### config.mk
export PLATFORM = sky130hd
export DESIGN_NAME = dnd_queue
export DESIGN_NICKNAME = d
export VERILOG_FILES = /design/src/rtl/core/dnd_pkg.sv /design/src/rtl/core/dnd_queue.sv
export SDC_FILE = /design/constraint.sdc
export NUM_CORES = 1
export LEC_CHECK = 0
export BUFFER_PORTS_ARGS = -buffer_cell sky130_fd_sc_hd__buf_2
export CAP_MARGIN = 20
export CELL_PAD_IN_SITES_DETAIL_PLACEMENT = 1
export CELL_PAD_IN_SITES_GLOBAL_PLACEMENT = 2
export CORE_MARGIN = 10
export CORE_UTILIZATION = 48
export CTS_CLUSTER_SIZE = 10
export DETAILED_ROUTE_END_ITERATION = 16
export PLACE_DENSITY_LB_ADDON = 0.3
export RECOVER_POWER = 100
export SYNTH_ARGS = -nofsm -noshare
export SYNTH_HDL_FRONTEND = slang
export SYNTH_SLANG_ARGS = --single-unit
### constraint.sdc
create_clock -name clk -period 3.95 [get_ports clk]
set_clock_uncertainty 0.15 [all_clocks]
set_input_delay 0 -clock clk [delete_from_list [all_inputs] [get_ports clk]]
set_output_delay 0 -clock clk [all_outputs]
set_load 0.05 [all_outputs]
### src/rtl/core/dnd_pkg.sv
// ----------------------------------------------------------------------------
// dnd_pkg
// Types, constants and command codes shared by the DNS name decompressor.
// ----------------------------------------------------------------------------
package dnd_pkg;

	localparam int PACKET_BYTES = 512;
	localparam int NAME_LIMIT   = 64;
	localparam int MAX_JUMPS    = 16;

	localparam int ADDR_W  = $clog2(PACKET_BYTES);
	localparam int LEN_W   = 10;                        // packet_length field
	localparam int POS_W   = 14;                        // pointer target width
	localparam int NEXT_W  = 10;                        // next_offset field
	localparam int OLEN_W  = 6;                         // name_length field
	localparam int JMP_W   = $clog2(MAX_JUMPS + 1);
	localparam int CHAR_LIMIT = NAME_LIMIT - 1;

	localparam int QUEUE_DEPTH = 4;
	localparam int QPTR_W      = $clog2(QUEUE_DEPTH);

	// command field codes
	localparam logic [1:0] CMD_WRITE  = 2'd0;
	localparam logic [1:0] CMD_DECODE = 2'd1;
	localparam logic [1:0] CMD_SKIP   = 2'd2;

	localparam logic [7:0] PTR_MARK = 8'hC0;
	localparam logic [7:0] DOT_CHAR = 8'h2E;

	typedef enum logic [1:0] {
		OP_WRITE  = 2'd0,
		OP_DECODE = 2'd1,
		OP_SKIP   = 2'd2
	} op_t;

	typedef struct packed {
		logic [1:0]       command;
		logic [8:0]       write_address;
		logic [7:0]       byte_value;
		logic [8:0]       start_offset;
		logic [LEN_W-1:0] packet_length;
	} cmd_item_t;

	typedef struct packed {
		logic [7:0]        name_char;
		logic              char_valid;
		logic              is_last;
		logic [NEXT_W-1:0] next_offset;
		logic [OLEN_W-1:0] name_length;
	} res_item_t;

	// classified transaction held in the queue
	typedef struct packed {
		op_t              op;
		logic [8:0]       addr;      // write address or start offset
		logic [7:0]       data;
		logic [LEN_W-1:0] plen;      // already saturated to the store size
	} queue_item_t;

endpackage

### src/rtl/core/dnd_queue.sv
// ----------------------------------------------------------------------------
// dnd_queue
// Short FIFO between the front and the walker.
// ----------------------------------------------------------------------------
module dnd_queue
	import dnd_pkg::*;
(
	input  logic        clk,
	input  logic        arst_n,
	input  logic        push,
	input  queue_item_t push_item,
	output logic        full,
	input  logic        pop,
	output logic        pop_valid,
	output queue_item_t pop_item
);

	queue_item_t      slot_q [QUEUE_DEPTH];
	logic [QPTR_W-1:0] wr_q;
	logic [QPTR_W-1:0] rd_q;
	logic [QPTR_W:0]   count_q;

	assign full      = (count_q == (QPTR_W+1)'(QUEUE_DEPTH));
	assign pop_valid = (count_q != '0);
	assign pop_item  = slot_q[rd_q];

	always_ff @(posedge clk or negedge arst_n) begin
		if (!arst_n) begin
			wr_q    <= '0;
			rd_q    <= '0;
			count_q <= '0;
		end else begin
			if (push) begin
				wr_q <= wr_q + 1'b1;
			end
			if (pop) begin
				rd_q <= rd_q + 1'b1;
			end
			if (push && !pop) begin
				count_q <= count_q + 1'b1;
			end else if (pop && !push) begin
				count_q <= count_q - 1'b1;
			end
		end
	end

	always_ff @(posedge clk) begin
		if (push) begin
			slot_q[wr_q] <= push_item;
		end
	end

endmodule

Word-level counts from Yosys, hierarchy flattened

Memory sizes are Yosys's and may differ from the RTL's.
Index checks and enable logic that the tools add are counted.

Flip-flop bits (word level): 7
Bits in latches: 0
RAM bits: 116
Bits in read-only memories: 0
Output and inout bits: 31
Logic and storage cells: 19
Memories: 1

Memory list:

| memory | depth | width | read ports | clocked after memory_dff | write ports | RTL line        | RTL |
|---|---|---|---|---|---|---|---|
| slot_q | 4     | 29    | 1          | 0                        | 1           | dnd_queue.sv:18 | `queue_item_t slot_q [QUEUE_DEPTH];` |

Add/sub/neg operators: 4
$mul: 0
Divide/modulo/power cells: 0
$lt $le $gt $ge: 0
Equal/unequal tests: 1
Shift operators: 0
Mux-type cells: 4
Bitwise logic cells: 0
Reductions and logical operators: 6

Operators by type and width:

| cell                                                               | number |
|---|---|
| 3-bit 2-to-1 mux                                                   | 2 |
| 2-bit by 1-bit adder with 2-bit output, second input constant      | 2 |
| 3-bit by 1-bit adder with 3-bit output, second input constant      | 1 |
| 3-bit == test, second input constant                               | 1 |
| 3-bit nonzero test                                                 | 1 |
| 3-bit by 1-bit subtractor with 3-bit output, second input constant | 1 |
| 1-bit logical AND                                                  | 2 |
| 1-bit logical NOT                                                  | 2 |
| 1-bit 2-to-1 mux                                                   | 2 |
| 2-bit nonzero test                                                 | 1 |

Depth between registers and ports, before layout

Word-level depth: 4
Depth in mapped cells: 7

Least setup slack after synthesis

No wires, ideal clock.

Path type: register to register
Start: reg wr_q[0]
End: mem slot_q[0][0] in the netlist's numbering, enable pin
Library setup time: 0.389 ns
Data arrival time: 1.343 ns
Data required time: 3.411 ns
Path slack: 2.068 ns
Cell stages (with the launch flop): 4
Clock period less this slack: 1.882 ns
Cell sequence: dfrtp_1 > inv_1 > ha_1 > and2_1

RTL lines:

| element                | RTL line        | RTL |
|---|---|---|
| from (decl)            | dnd_queue.sv:19 | `logic [QPTR_W-1:0] wr_q;` |
| from (signal assigned) | dnd_queue.sv:34 | `wr_q <= wr_q + 1'b1;` |
| to (decl)              | dnd_queue.sv:18 |  |

Straight into the memory's write port.

Final worst setup path

Start: reg wr_q[0]
End: mem slot_q[2][12] in the netlist's numbering, enable pin

Straight into the memory's write port.

==> summary.txt <==
CTS
  – Total CTS buffers: 17
  – Clock-pin slew of the registers on the worst-case setup and hold paths: 0.05 ns
  – Buffers inserted by post-CTS timing repair: 0
  – Clock latency on the worst-skew pair: 0.51 ns
  – H-tree depth reported by CTS: 4
  – Clock sink count: 123
  – Largest buffer count on any clock path: 2
  – TritonCTS clock tree: built
  – Master cell of the clock root buffer: clkbuf_8

Setup path
  – Number of buffers and inverters on the critical path: 1
  – Peak per-stage delay on the critical path: 1.58 ns
  – Crit path depth: 3
  – Max stage delay cell, worst path: and2_0
  – CP top delay family: simple AND/OR/NAND/NOR gates
  – Critical path data arrival time: 2.83 ns
  – Path depth of the worst reg2reg path: 3
  – Worst path required time: 3.89 ns
  – Critical path endpoint category: register
  – Chain of cells forming the critical path: inv_1 -> ha_1 -> and2_0
  – Biggest fanout along the worst timing path: 29
  – Critical path class: register to register
  – Startpoint type of the worst setup path: register

Global route
  – Overall routing resource usage: 13.8%
  – Pin count of the biggest net entering global routing: 32
  – Number of antenna violations at the first check in global routing: 0
  – Vias in the first global route: 2580
  – Wire length of the first global-routing pass: 14.7 mm
  – Overall overflow remaining after global route: 0

STA
  – Transition time at the pin with the least slew margin: 2.21 ns
  – Sum of negative setup slack: 0 ns
  – Final Hold Slack: 0.0915 ns
  – Post-route minimum period: 2.89 ns
  – Post-route clock period utilization: 73.1%
  – RSZ-0062 raised after global routing: no
  – Fmax achieved: 0.346 GHz
  – Final Hold Fails: 0
  – # setup viols final: 0
  – Slew Limit Fails: 120
  – Relative slew slack: -47.6%

Outcome
  – Run status: finished with violations
  – Violations in the final reports: capacitance limit, slew limit

Finish
  – Footprint of the multi-input gates: 858 µm²
  – Storage cell area: 0.00366 mm²
  – Number of inserted filler cells in the final layout: 834
  – Commonest cells after routing, fill and taps aside: 116 x edfxtp_1, 62 x clkbuf_1, 33 x dlygate4sd3_1
  – Fraction of layout instances using a drive strength above 1: 20.1%
  – Most common cell after layout, fill and taps aside: edfxtp_1
  – Layout-stage area growth over the synthesis result: 28.6%
  – Antenna cells: 0
  – Net count, final: 335

Floorplan
  – Initial core utilization: 49.3%
  – Area of the die: 0.0138 mm²
  – DIE HEIGHT: 118 µm
  – IO Count: 64
  – Die Width: 118 µm
  – Standard-cell rows: 35
  – Placeable core region: 0.00928 mm²

Yosys
  – Post-Synth Adder-Cell Area: 1.80%
  – Syn nets: 224
  – Parity-gate share of the synthesized area counting xor and xnor cells: 1.15%
  – Mean area per synthesized cell: 24.8 µm²
  – Sequential area share after synthesis: 79.9%
  – Flip-flop and latch count after synthesis: 123
  – Proportion of synthesized area in mux cells: 14.6%
  – Synthesis warning total: 0
  – Count of cell types in the netlist: 19
  – Cell area after synthesis: 0.00458 mm²
  – Compound-cell area share of the yosys netlist: 0.109%
  – Combinational family with the most area after synthesis: multiplexers
  – Post-Syn Instances: 185
  – Fraction of the mapped netlist area in simple logic gates: 1.09%

Route
  – Final Routed Wirelength: 8.97 mm
  – Number of detailed-route iterations in the first pass: 7
  – Detailed-route vias per instance: 5.06
  – Initial DRC count: 115
  – Wirelength per Cell: 20.5 µm
  – Via total after detailed routing: 2216
  – Post-DRT Antenna Nets: 0
  – DRC violation count after routing: 0

Flow run
  – Number of max-capacitance violations reported: 4

Placement
  – Port Buffers: 63
  – Half-perimeter wire length after detailed placement: 5.27 mm
  – Routability congestion estimate: 0.644

Power
  – Peak VDD IR: 410 µV
  – Leakage power summed over all cells: 0.00195 µW
  – Cell area power density: 866 mW/mm²

Hold path
  – Cell count of the worst hold path: 3
  – Hold WC Path Type: primary input to register
## layer usage
metal,vias to the layer above,GRT usage [%],wire length (µm)
met4,0,5.80,90
met2,52,22.7,4730
met1,1157,16.2,3780
met3,13,4.51,363
li1,994,-,-
met5,-,0,0
## state kept, by name, indices dropped and copies added (netlist names)
register and flops:
slot_q 116, count_q 3, rd_q 2, wr_q 2
## synthesized netlist by cell type
library cell,n,area (µm²)
nor2_1,1,3.75
buf_6,3,33.8
mux2_2,1,11.3
buf_2,2,10.0
and2_1,4,25.0
inv_1,4,15.0
nand2_1,2,7.51
mux4_1,1,26.3
or3_1,1,6.26
fa_1,1,20.0
xor2_1,4,35.0
o21ai_0,1,5.00
mux4_2,28,631
clkbuf_1,1,3.75
dfrtp_1,7,175
nor3b_1,1,7.51
edfxtp_1,116,3480
ha_1,5,62.6
xnor2_1,2,17.5
## layout make-up
| type | count | share of cell area [%] |
|---|---|---|
| flip-flops and latches | 123 | 62.1 |
| multi-input cells | 52 | 14.6 |
| repair buffers | 98 | 10.2 |
| clock buffers | 19 | 7.16 |
| clock inverters | 13 | 2.97 |
| well taps | 129 | 2.74 |
| inverters | 4 | 0.255 |
## through the flow
stage	setup slack, ns	utilization [%]	cell area, µm²	total power, µW	std cells
4_1_cts	1.23	64.1	5950	5190	437
5_1_grt	0.756	63.4	5890	5330	438
3_3_place_gp	1.80	54.1	5020	3570	372
6_report	1.06	63.4	5890	5100	438
3_5_place_dp	1.78	54.1	5020	3600	372
2_1_floorplan	2.07	-	4580	3220	185
## worst paths after layout
path / startpoint / end / slack (ns)
min in group asynchronous: arst_n / rd_q[0]$_DFFE_PN0P_ / 0.31
min: pop / rd_q[0]$_DFFE_PN0P_ / 0.09
max in group asynchronous: arst_n / wr_q[1]$_DFFE_PN0P_ / 3.09
max reg2reg: wr_q[0]$_DFFE_PN0P_ / slot_q[2][12]$_DFFE_PP_ / 1.06
min reg2reg: count_q[2]$_DFFE_PN0P_ / count_q[2]$_DFFE_PN0P_ / 0.35
max: wr_q[0]$_DFFE_PN0P_ / slot_q[2][12]$_DFFE_PP_ / 1.06
## power by group
group	switching (µW)	leakage, µW	internal [µW]	total, µW
Clock	532	0.000275	1020	1550
Combinational	1190	0.000531	489	1680
Sequential	137	0.00115	1730	1870
Total	1860	0.00195	3240	5100
## kinds of logic (layout without fill, tap and decap cells)
group                    Yosys count  in the layout
adder cells (fa/ha/maj)            6              6
AND/OR/NAND/NOR                    9              9
AO/OA/AOI/OAI                      1              1
flip-flops                       123            123
XOR/XNOR                           6              6
buffers and inverters             10            134
multiplexers                      30             30
## tightest hold or removal path: cells and delay by family
| kind | cells | cell delay (ns) |
|---|---|---|
| buffers and inverters | 2 | 0.64 |
| XOR/XNOR | 1 | 0.07 |
## what timing repair did
item | in CTS | in global routing
resized for setup | 0 | 0
hold buffers | 33 | 0
endpoints found under the hold margin | 130 | 0
Note: power is estimated with default switching activity, not from simulation.
