## src/rtl/core/dnd_pkg.sv

```systemverilog
// ----------------------------------------------------------------------------
// dnd_pkg
// Types, constants and command codes shared by the DNS name decompressor.
// ----------------------------------------------------------------------------
package dnd_pkg;

	localparam int PACKET_BYTES = 512;
	localparam int NAME_LIMIT   = 64;
	localparam int MAX_JUMPS    = 16;

	localparam int ADDR_W  = $clog2(PACKET_BYTES);
	localparam int LEN_W   = 10;                        // packet_length field
	localparam int POS_W   = 14;                        // pointer target width
	localparam int NEXT_W  = 10;                        // next_offset field
	localparam int OLEN_W  = 6;                         // name_length field
	localparam int JMP_W   = $clog2(MAX_JUMPS + 1);
	localparam int CHAR_LIMIT = NAME_LIMIT - 1;

	localparam int QUEUE_DEPTH = 4;
	localparam int QPTR_W      = $clog2(QUEUE_DEPTH);

	// command field codes
	localparam logic [1:0] CMD_WRITE  = 2'd0;
	localparam logic [1:0] CMD_DECODE = 2'd1;
	localparam logic [1:0] CMD_SKIP   = 2'd2;

	localparam logic [7:0] PTR_MARK = 8'hC0;
	localparam logic [7:0] DOT_CHAR = 8'h2E;

	typedef enum logic [1:0] {
		OP_WRITE  = 2'd0,
		OP_DECODE = 2'd1,
		OP_SKIP   = 2'd2
	} op_t;

	typedef struct packed {
		logic [1:0]       command;
		logic [8:0]       write_address;
		logic [7:0]       byte_value;
		logic [8:0]       start_offset;
		logic [LEN_W-1:0] packet_length;
	} cmd_item_t;

	typedef struct packed {
		logic [7:0]        name_char;
		logic              char_valid;
		logic              is_last;
		logic [NEXT_W-1:0] next_offset;
		logic [OLEN_W-1:0] name_length;
	} res_item_t;

	// classified transaction held in the queue
	typedef struct packed {
		op_t              op;
		logic [8:0]       addr;      // write address or start offset
		logic [7:0]       data;
		logic [LEN_W-1:0] plen;      // already saturated to the store size
	} queue_item_t;

endpackage

```

## src/rtl/core/dnd_front.sv

```systemverilog
// ----------------------------------------------------------------------------
// dnd_front
// Accepts command transactions, drops unused ones, saturates the packet
// length and hands the classified item to the queue.
// ----------------------------------------------------------------------------
module dnd_front
	import dnd_pkg::*;
(
	input  logic        clk,
	input  logic        arst_n,
	input  logic        cmd_valid,
	output logic        cmd_stall,
	input  cmd_item_t   cmd_data,
	output logic        push,
	output queue_item_t push_item,
	input  logic        queue_full
);

	logic        v_s1;
	queue_item_t item_s1;
	queue_item_t item_d;
	logic        keep;
	logic        accept;

	assign cmd_stall = v_s1 && queue_full;
	assign accept    = cmd_valid && !cmd_stall;
	assign push      = v_s1 && !queue_full;
	assign push_item = item_s1;

	always_comb begin
		keep        = 1'b0;
		item_d.op   = OP_WRITE;
		item_d.addr = cmd_data.write_address;
		item_d.data = cmd_data.byte_value;
		item_d.plen = (cmd_data.packet_length > LEN_W'(PACKET_BYTES)) ?
			LEN_W'(PACKET_BYTES) : cmd_data.packet_length;
		unique case (cmd_data.command)
			CMD_WRITE: begin
				item_d.op = OP_WRITE;
				keep = ({1'b0, cmd_data.write_address} < 10'(PACKET_BYTES));
			end
			CMD_DECODE: begin
				item_d.op   = OP_DECODE;
				item_d.addr = cmd_data.start_offset;
				keep = 1'b1;
			end
			CMD_SKIP: begin
				item_d.op   = OP_SKIP;
				item_d.addr = cmd_data.start_offset;
				keep = 1'b1;
			end
			default: keep = 1'b0;   // unused code, no result
		endcase
	end

	always_ff @(posedge clk or negedge arst_n) begin
		if (!arst_n) begin
			v_s1 <= 1'b0;
		end else if (!v_s1 || push) begin
			v_s1 <= accept && keep;
		end
	end

	always_ff @(posedge clk) begin
		if (accept) begin
			item_s1 <= item_d;
		end
	end

endmodule

```

## config.mk

```make
export PLATFORM = sky130hd
export DESIGN_NAME = dnd_front
export DESIGN_NICKNAME = d
export VERILOG_FILES = /design/src/rtl/core/dnd_pkg.sv /design/src/rtl/core/dnd_front.sv
export SDC_FILE = /design/constraint.sdc
export NUM_CORES = 1
export LEC_CHECK = 0
export ABC_AREA = 1
export BUFFER_PORTS_ARGS = -buffer_cell sky130_fd_sc_hd__buf_2
export CORE_MARGIN = 5
export CORE_UTILIZATION = 41
export CTS_BUF_LIST = sky130_fd_sc_hd__clkbuf_4 sky130_fd_sc_hd__clkbuf_8 sky130_fd_sc_hd__clkbuf_16
export DETAILED_ROUTE_END_ITERATION = 12
export PLACE_DENSITY = 0.77
export SKIP_LAST_GASP = 1
export SLEW_MARGIN = 20
export SYNTH_ARGS = -nofsm -noshare
export SYNTH_HDL_FRONTEND = slang
export SYNTH_SLANG_ARGS = --single-unit
export TNS_END_PERCENT = 1
```

## constraint.sdc

```tcl
create_clock -name clk -period 2.4 [get_ports clk]
set_input_delay 0 -clock clk [delete_from_list [all_inputs] [get_ports clk]]
set_output_delay 0 -clock clk [all_outputs]
set_load 0.02 [all_outputs]
```

## Word level (Yosys, flattened, before mapping)

Cells that the tools add are included.

| cells by class | value |
|---|---|
| add/subtract/negate cells | 0 |
| multipliers | 0 |
| divide/modulo/power cells | 0 |
| order comparisons | 1 |
| eq/ne operators | 2 |
| shift-type cells | 0 |
| muxes and demuxes | 3 |
| bitwise logic cells | 0 |
| reductions and logical operators | 11 |

Operators with widths:

| kind | number |
|---|---|
| $gt A10 B10 Y1 const B | 1 |
| $mux W9 | 1 |
| $logic_and A1 B1 Y1 | 4 |
| $pmux W2 S2 | 1 |
| $logic_not A1 Y1 | 3 |
| $reduce_or A3 Y1 | 1 |
| $eq A2 B1 Y1 const B | 1 |
| $eq A2 B2 Y1 const B | 1 |
| $logic_not A2 Y1 | 1 |
| $reduce_or A2 Y1 | 1 |
| $logic_or A1 B1 Y1 | 1 |
| $mux W1 | 1 |

| word-level totals | value |
|---|---|
| register bits after elaboration | 30 |
| bits in latches | 0 |
| bits in writable memories | 0 |
| memory bits (read-only) | 0 |
| input bits | 42 |
| output and inout port bits | 31 |
| logic and storage cells | 22 |
| memories kept | 0 |

## Depth between registers and ports, before layout

| logic depth | value |
|---|---|
| depth after elaboration | 4 |
| depth in mapped cells | 5 |
| gate-level depth less buffers | 5 |

## Worst setup path before layout

OpenSTA, ideal clock, no wires.

| path | value |
|---|---|
| path kind | register to register |
| start point | reg v_s1 |
| end point | reg item_s1 (netlist bit push_item[0]) (enable) |
| setup time | 0.415 ns |
| data arrival time | 1.792 ns |
| required time | 1.985 ns |
| path slack | 0.193 ns |
| cell stages (with the launch flop) | 4 |
| path buffers | 0 |
| clock period less this slack | 2.207 ns |
| cell sequence | dfrtp_1 -> nand2_1 -> inv_1 -> nor2_1 |

| between the ends | value |
|---|---|
| longest elaborated chain between the ends | 3 |

Ends and longest elaborated chain:

| element | line | source |
|---|---|---|
| start: declaration | dnd_front.sv:19 | `logic v_s1;` |
| start signal: assignment | dnd_front.sv:60 | `v_s1 <= accept && keep;` |
| $logic_and A1 B1 Y1 | dnd_front.sv:25 | `assign cmd_stall = v_s1 && queue_full;` |
| via cmd_stall | dnd_front.sv:12 | `output logic cmd_stall,` |
| $logic_not A1 Y1 | dnd_front.sv:26 | `assign accept = cmd_valid && !cmd_stall;` |
| $logic_and A1 B1 Y1 | dnd_front.sv:26 |  |
| via accept | dnd_front.sv:23 | `logic accept;` |
| end signal: assignment | dnd_front.sv:66 | `item_s1 <= item_d;` |
| end: declaration | dnd_front.sv:20 | `queue_item_t item_s1;` |

The timed path passes the listed nets, and every way through them passes these cells.
A chain may end at the register's enable or synchronous reset.

==> reports/results.txt <==
The flow ran to the end, and the final reports show no timing, DRC or antenna violations. Across every metal layer, demand over resource in global routing totals 15.5%. Measured against its own limit, the worst slew margin works out to 75.9%.

Excluding fillers, the count of instances in the completed layout stands at 221. The number of DRC violations after detailed-routing iteration 0 came out at 44. The beginning of the critical path was cmd_data[36].

The number of endpoints failing setup at the final stage was 0; the arithmetic-cell share of the synthesized area counting full adders, half adders and majority gates was 3.13%. The initial antenna violation count was 0. The cell count after synthesis came out at 80. The count of input and output buffers came out at 72. Summed over all failing endpoints, the final setup total negative slack is 0 ps. After clock tree synthesis, the clock-pin slew on the worst setup and hold paths is 90 ps. Summing the sequential cell areas from Yosys gives 74.8% of the chip area.

Row generation in the floorplan step produced 19 rows. The power per cell area came out at 580 nW/um^2. STA classifies the critical path endpoint as a flop.

The number of vias in the routed layout came out at 1004. Buffers inserted during clock tree synthesis total 5. Across the VDD grid, the largest voltage drop is 437 uV. The Yosys step of the flow raised 0 warnings.

The largest buffer count on any clock path was 2. The type of the setup path with the least slack was in -> reg. At the end of routability-driven placement, the weighted congestion stood at 0.746. The number of different library cells in the post-synthesis netlist came out at 13.

Counting the fill cells in the layout gives 192. TritonCTS built the clock tree. The startpoint identified for the worst hold timing path is cmd_data[2].

The synthesized area per cell is 15.0 sq um, and the number of buffers and inverters on the critical path is 3. Cell type of the slowest stage on the worst timing path: sky130_fd_sc_hd__dlygate4sd3_1. The top-level I/O count was 73. The count of clock tree sinks was 30; the antenna violation net count after detailed routing was 0. The total overflow left after global routing is 0. The worst setup skew after layout is 7.61 ps, and the measured slew at the worst slew-check pin is 361 ps. Summed over all nets, the half-perimeter wirelength after detailed placement is 2020 um.

The analysis attributes to cell leakage a power of 0.918 nW. The number of diodes is 0, and the die area is 4100 sq um. The dominant combinational cell family by area after synthesis was multiplexers. For this run, the top clock speed supported by timing is 655 MHz. For the number of max-slew violations in the final report, the log shows 0. The tools report the kind of start point of the critical path as a primary input. The first global-routing pass estimated 4780 um of wire. After detailed routing, the total wire length is 3140 um.

For the buffer count from post-CTS setup fixing, the log shows 0. Using the TritonRoute via totals, the vias-per-cell ratio works out to 4.54. For the number of global-route vias before repair, the log shows 1096. After synthesis the cells add up to 1200 sq um.

After floorplanning, the core was sized to cover 2780 sq um. Traced cell by cell, the critical path runs through buf_2 -> inv_1 -> ha_1 -> mux2_2 -> dlygate4sd3_1. For the worst-skew pair, the clock arrives at the later sink with an insertion delay of 320 ps.

Cell family with the largest share of critical-path delay: buffers and inverters. Setup repair after global routing left no endpoint under its margin. The net count of the mapped netlist is 125, and the post-synthesis share of cell area spent on and, or, nand and nor gates is 3.87%.

Post-place setup slack: 1090 ps. Across the run, the number of max-cap violations was 0. Of the cells placed in the final design, the portion with a size suffix greater than 1 is 48.4%.

Root buffer cell: sky130_fd_sc_hd__clkbuf_4. Including well taps, the total number of placed cells is 181. The run gives 1600 ps as the signal arrival time at the worst endpoint. In the synthesized netlist, mux cells make up 8.46% of the area.

After Yosys synthesis, XOR and XNOR cells account for 0% of the synthesized area. Total of flip-flops plus latches after synthesis: 30. Hold timing on the final database bottoms out at a slack of 7.84 ps. Across all setup checks in the final design, the least slack found is 873 ps. The min-delay analysis places its worst path in the category in -> reg.

Along the worst path, the maximum fanout reaches 9. For the largest net degree at the start of global routing, the log shows 30. The top cell types in the final layout, fill and taps aside, are 72 x sky130_fd_sc_hd__buf_2, 32 x sky130_fd_sc_hd__dlygate4sd3_1, 29 x sky130_fd_sc_hd__edfxtp_1.

In the final routed layout, each cell accounts on average for 14.2 um. After layout, the worst path uses 63.6% of the clock period. The layout overhead on the synthesized area came out at 64.3%. The largest stage delay on the critical path was 580 ps. Leading cell type in the layout, fill and taps excluded: sky130_fd_sc_hd__buf_2. The data required time of the worst path is 2470 ps. Summing the areas of all compound-gate instances in the mapped netlist gives 4.18% of the synthesized area. Start of the worst register-to-register path: v_s1.

In the routed design, unresolved DRC markers number 0. The total power consumption of the routed design is 1.14 mW. In this run the vertical extent of the chip is 64.0 um.

The die is 64.0 um wide. The first detailed-routing pass ran for 6 iterations. The logs give 43.0% for the initial core utilization and 0 for the number of endpoints with negative hold slack in the final report. The number of H-tree levels was 2; the final period demand of the worst path was 1530 ps. For this run, the post-layout net count is 234.
sequential cells by signal, indices dropped and copies added, names as in the netlist:
| signal | cells |
|---|---|
| v_s1 | 1 |
| push_item | 29 |
worst reg2reg max path, delay by kind of cell (launching register included):
kind,cells,cell delay (ps)
DFF,1,390
and+or+nand+nor,2,160
buffers and inverters,2,400
path summary, 6_finish.rpt:
path / slack [ps] / endpoint / cells past startpoint
max: 870 / push_item[18] / 5
min: 8 / push_item[2] / 3
max reg2reg: 1120 / push_item[7] / 4
min reg2reg: 980 / push_item[15] / 4
max in group asynchronous: 1790 / v_s1 / 3
min in group asynchronous: 510 / v_s1 / 3
logic make-up after synthesis:
logic type | after synthesis
flip-flops | 30
multiplexers | 9
AO/OA/AOI/OAI | 10
buffers and inverters | 17
adder cells (fa/ha/maj) | 3
AND/OR/NAND/NOR | 11
final cells by class:
class	instances	area (sq um)	share of cell area (%)
multi-input combinational	33	238	12.1
tap	31	38.8	1.97
sequential	30	896	45.5
timing repair buffer	105	688	35.0
inverter	14	52.6	2.67
clock buffer	5	37.5	1.91
clock inverter	3	16.3	0.827
cells in the mapped netlist:
cell type                  count  area [sq um]
sky130_fd_sc_hd__a21oi_1       9          45.0
sky130_fd_sc_hd__buf_2         2          10.0
sky130_fd_sc_hd__clkbuf_1      1          3.75
sky130_fd_sc_hd__dfrtp_1       1          25.0
sky130_fd_sc_hd__edfxtp_1     29           871
sky130_fd_sc_hd__ha_1          3          37.5
sky130_fd_sc_hd__inv_1        14          52.6
sky130_fd_sc_hd__mux2_2        9           101
sky130_fd_sc_hd__nand2_1       5          18.8
sky130_fd_sc_hd__nand2_2       1          6.26
sky130_fd_sc_hd__nor2_1        4          15.0
sky130_fd_sc_hd__nor2_2        1          6.26
sky130_fd_sc_hd__o21ai_0       1          5.00
routing by layer:
layer  wire, um  up-vias  track usage [%]  share of wire (%)
met3        324        8             6.65                 10
met1       1040      454             14.6                 33
met5          0        -                0                  0
met2       1700       49             28.0                 54
met4         76        0             7.79                2.4
li1           -      493                -                  -
per-stage QoR:
stage          cell area [sq um]  util, %
6_report                    1970     70.7
5_1_grt                     1970     70.7
4_1_cts                     1970     70.7
3_5_place_dp                1590     57.3
3_3_place_gp                1590     57.3
2_1_floorplan               1200        -
power breakdown:
| part | switching, mW | internal (mW) | total (mW) |
|---|---|---|---|
| registers | 0.00958 | 0.618 | 0.628 |
| logic | 0.115 | 0.116 | 0.231 |
| clock network | 0.173 | 0.109 | 0.282 |
| total | 0.298 | 0.843 | 1.14 |
what timing repair did:
item	in CTS	in global routing
setup endpoints to repair	0	0
gates resized for setup	0	0
hold buffers	32	0
endpoints found under the hold margin	21	0
(Power assumes the default switching activity.)
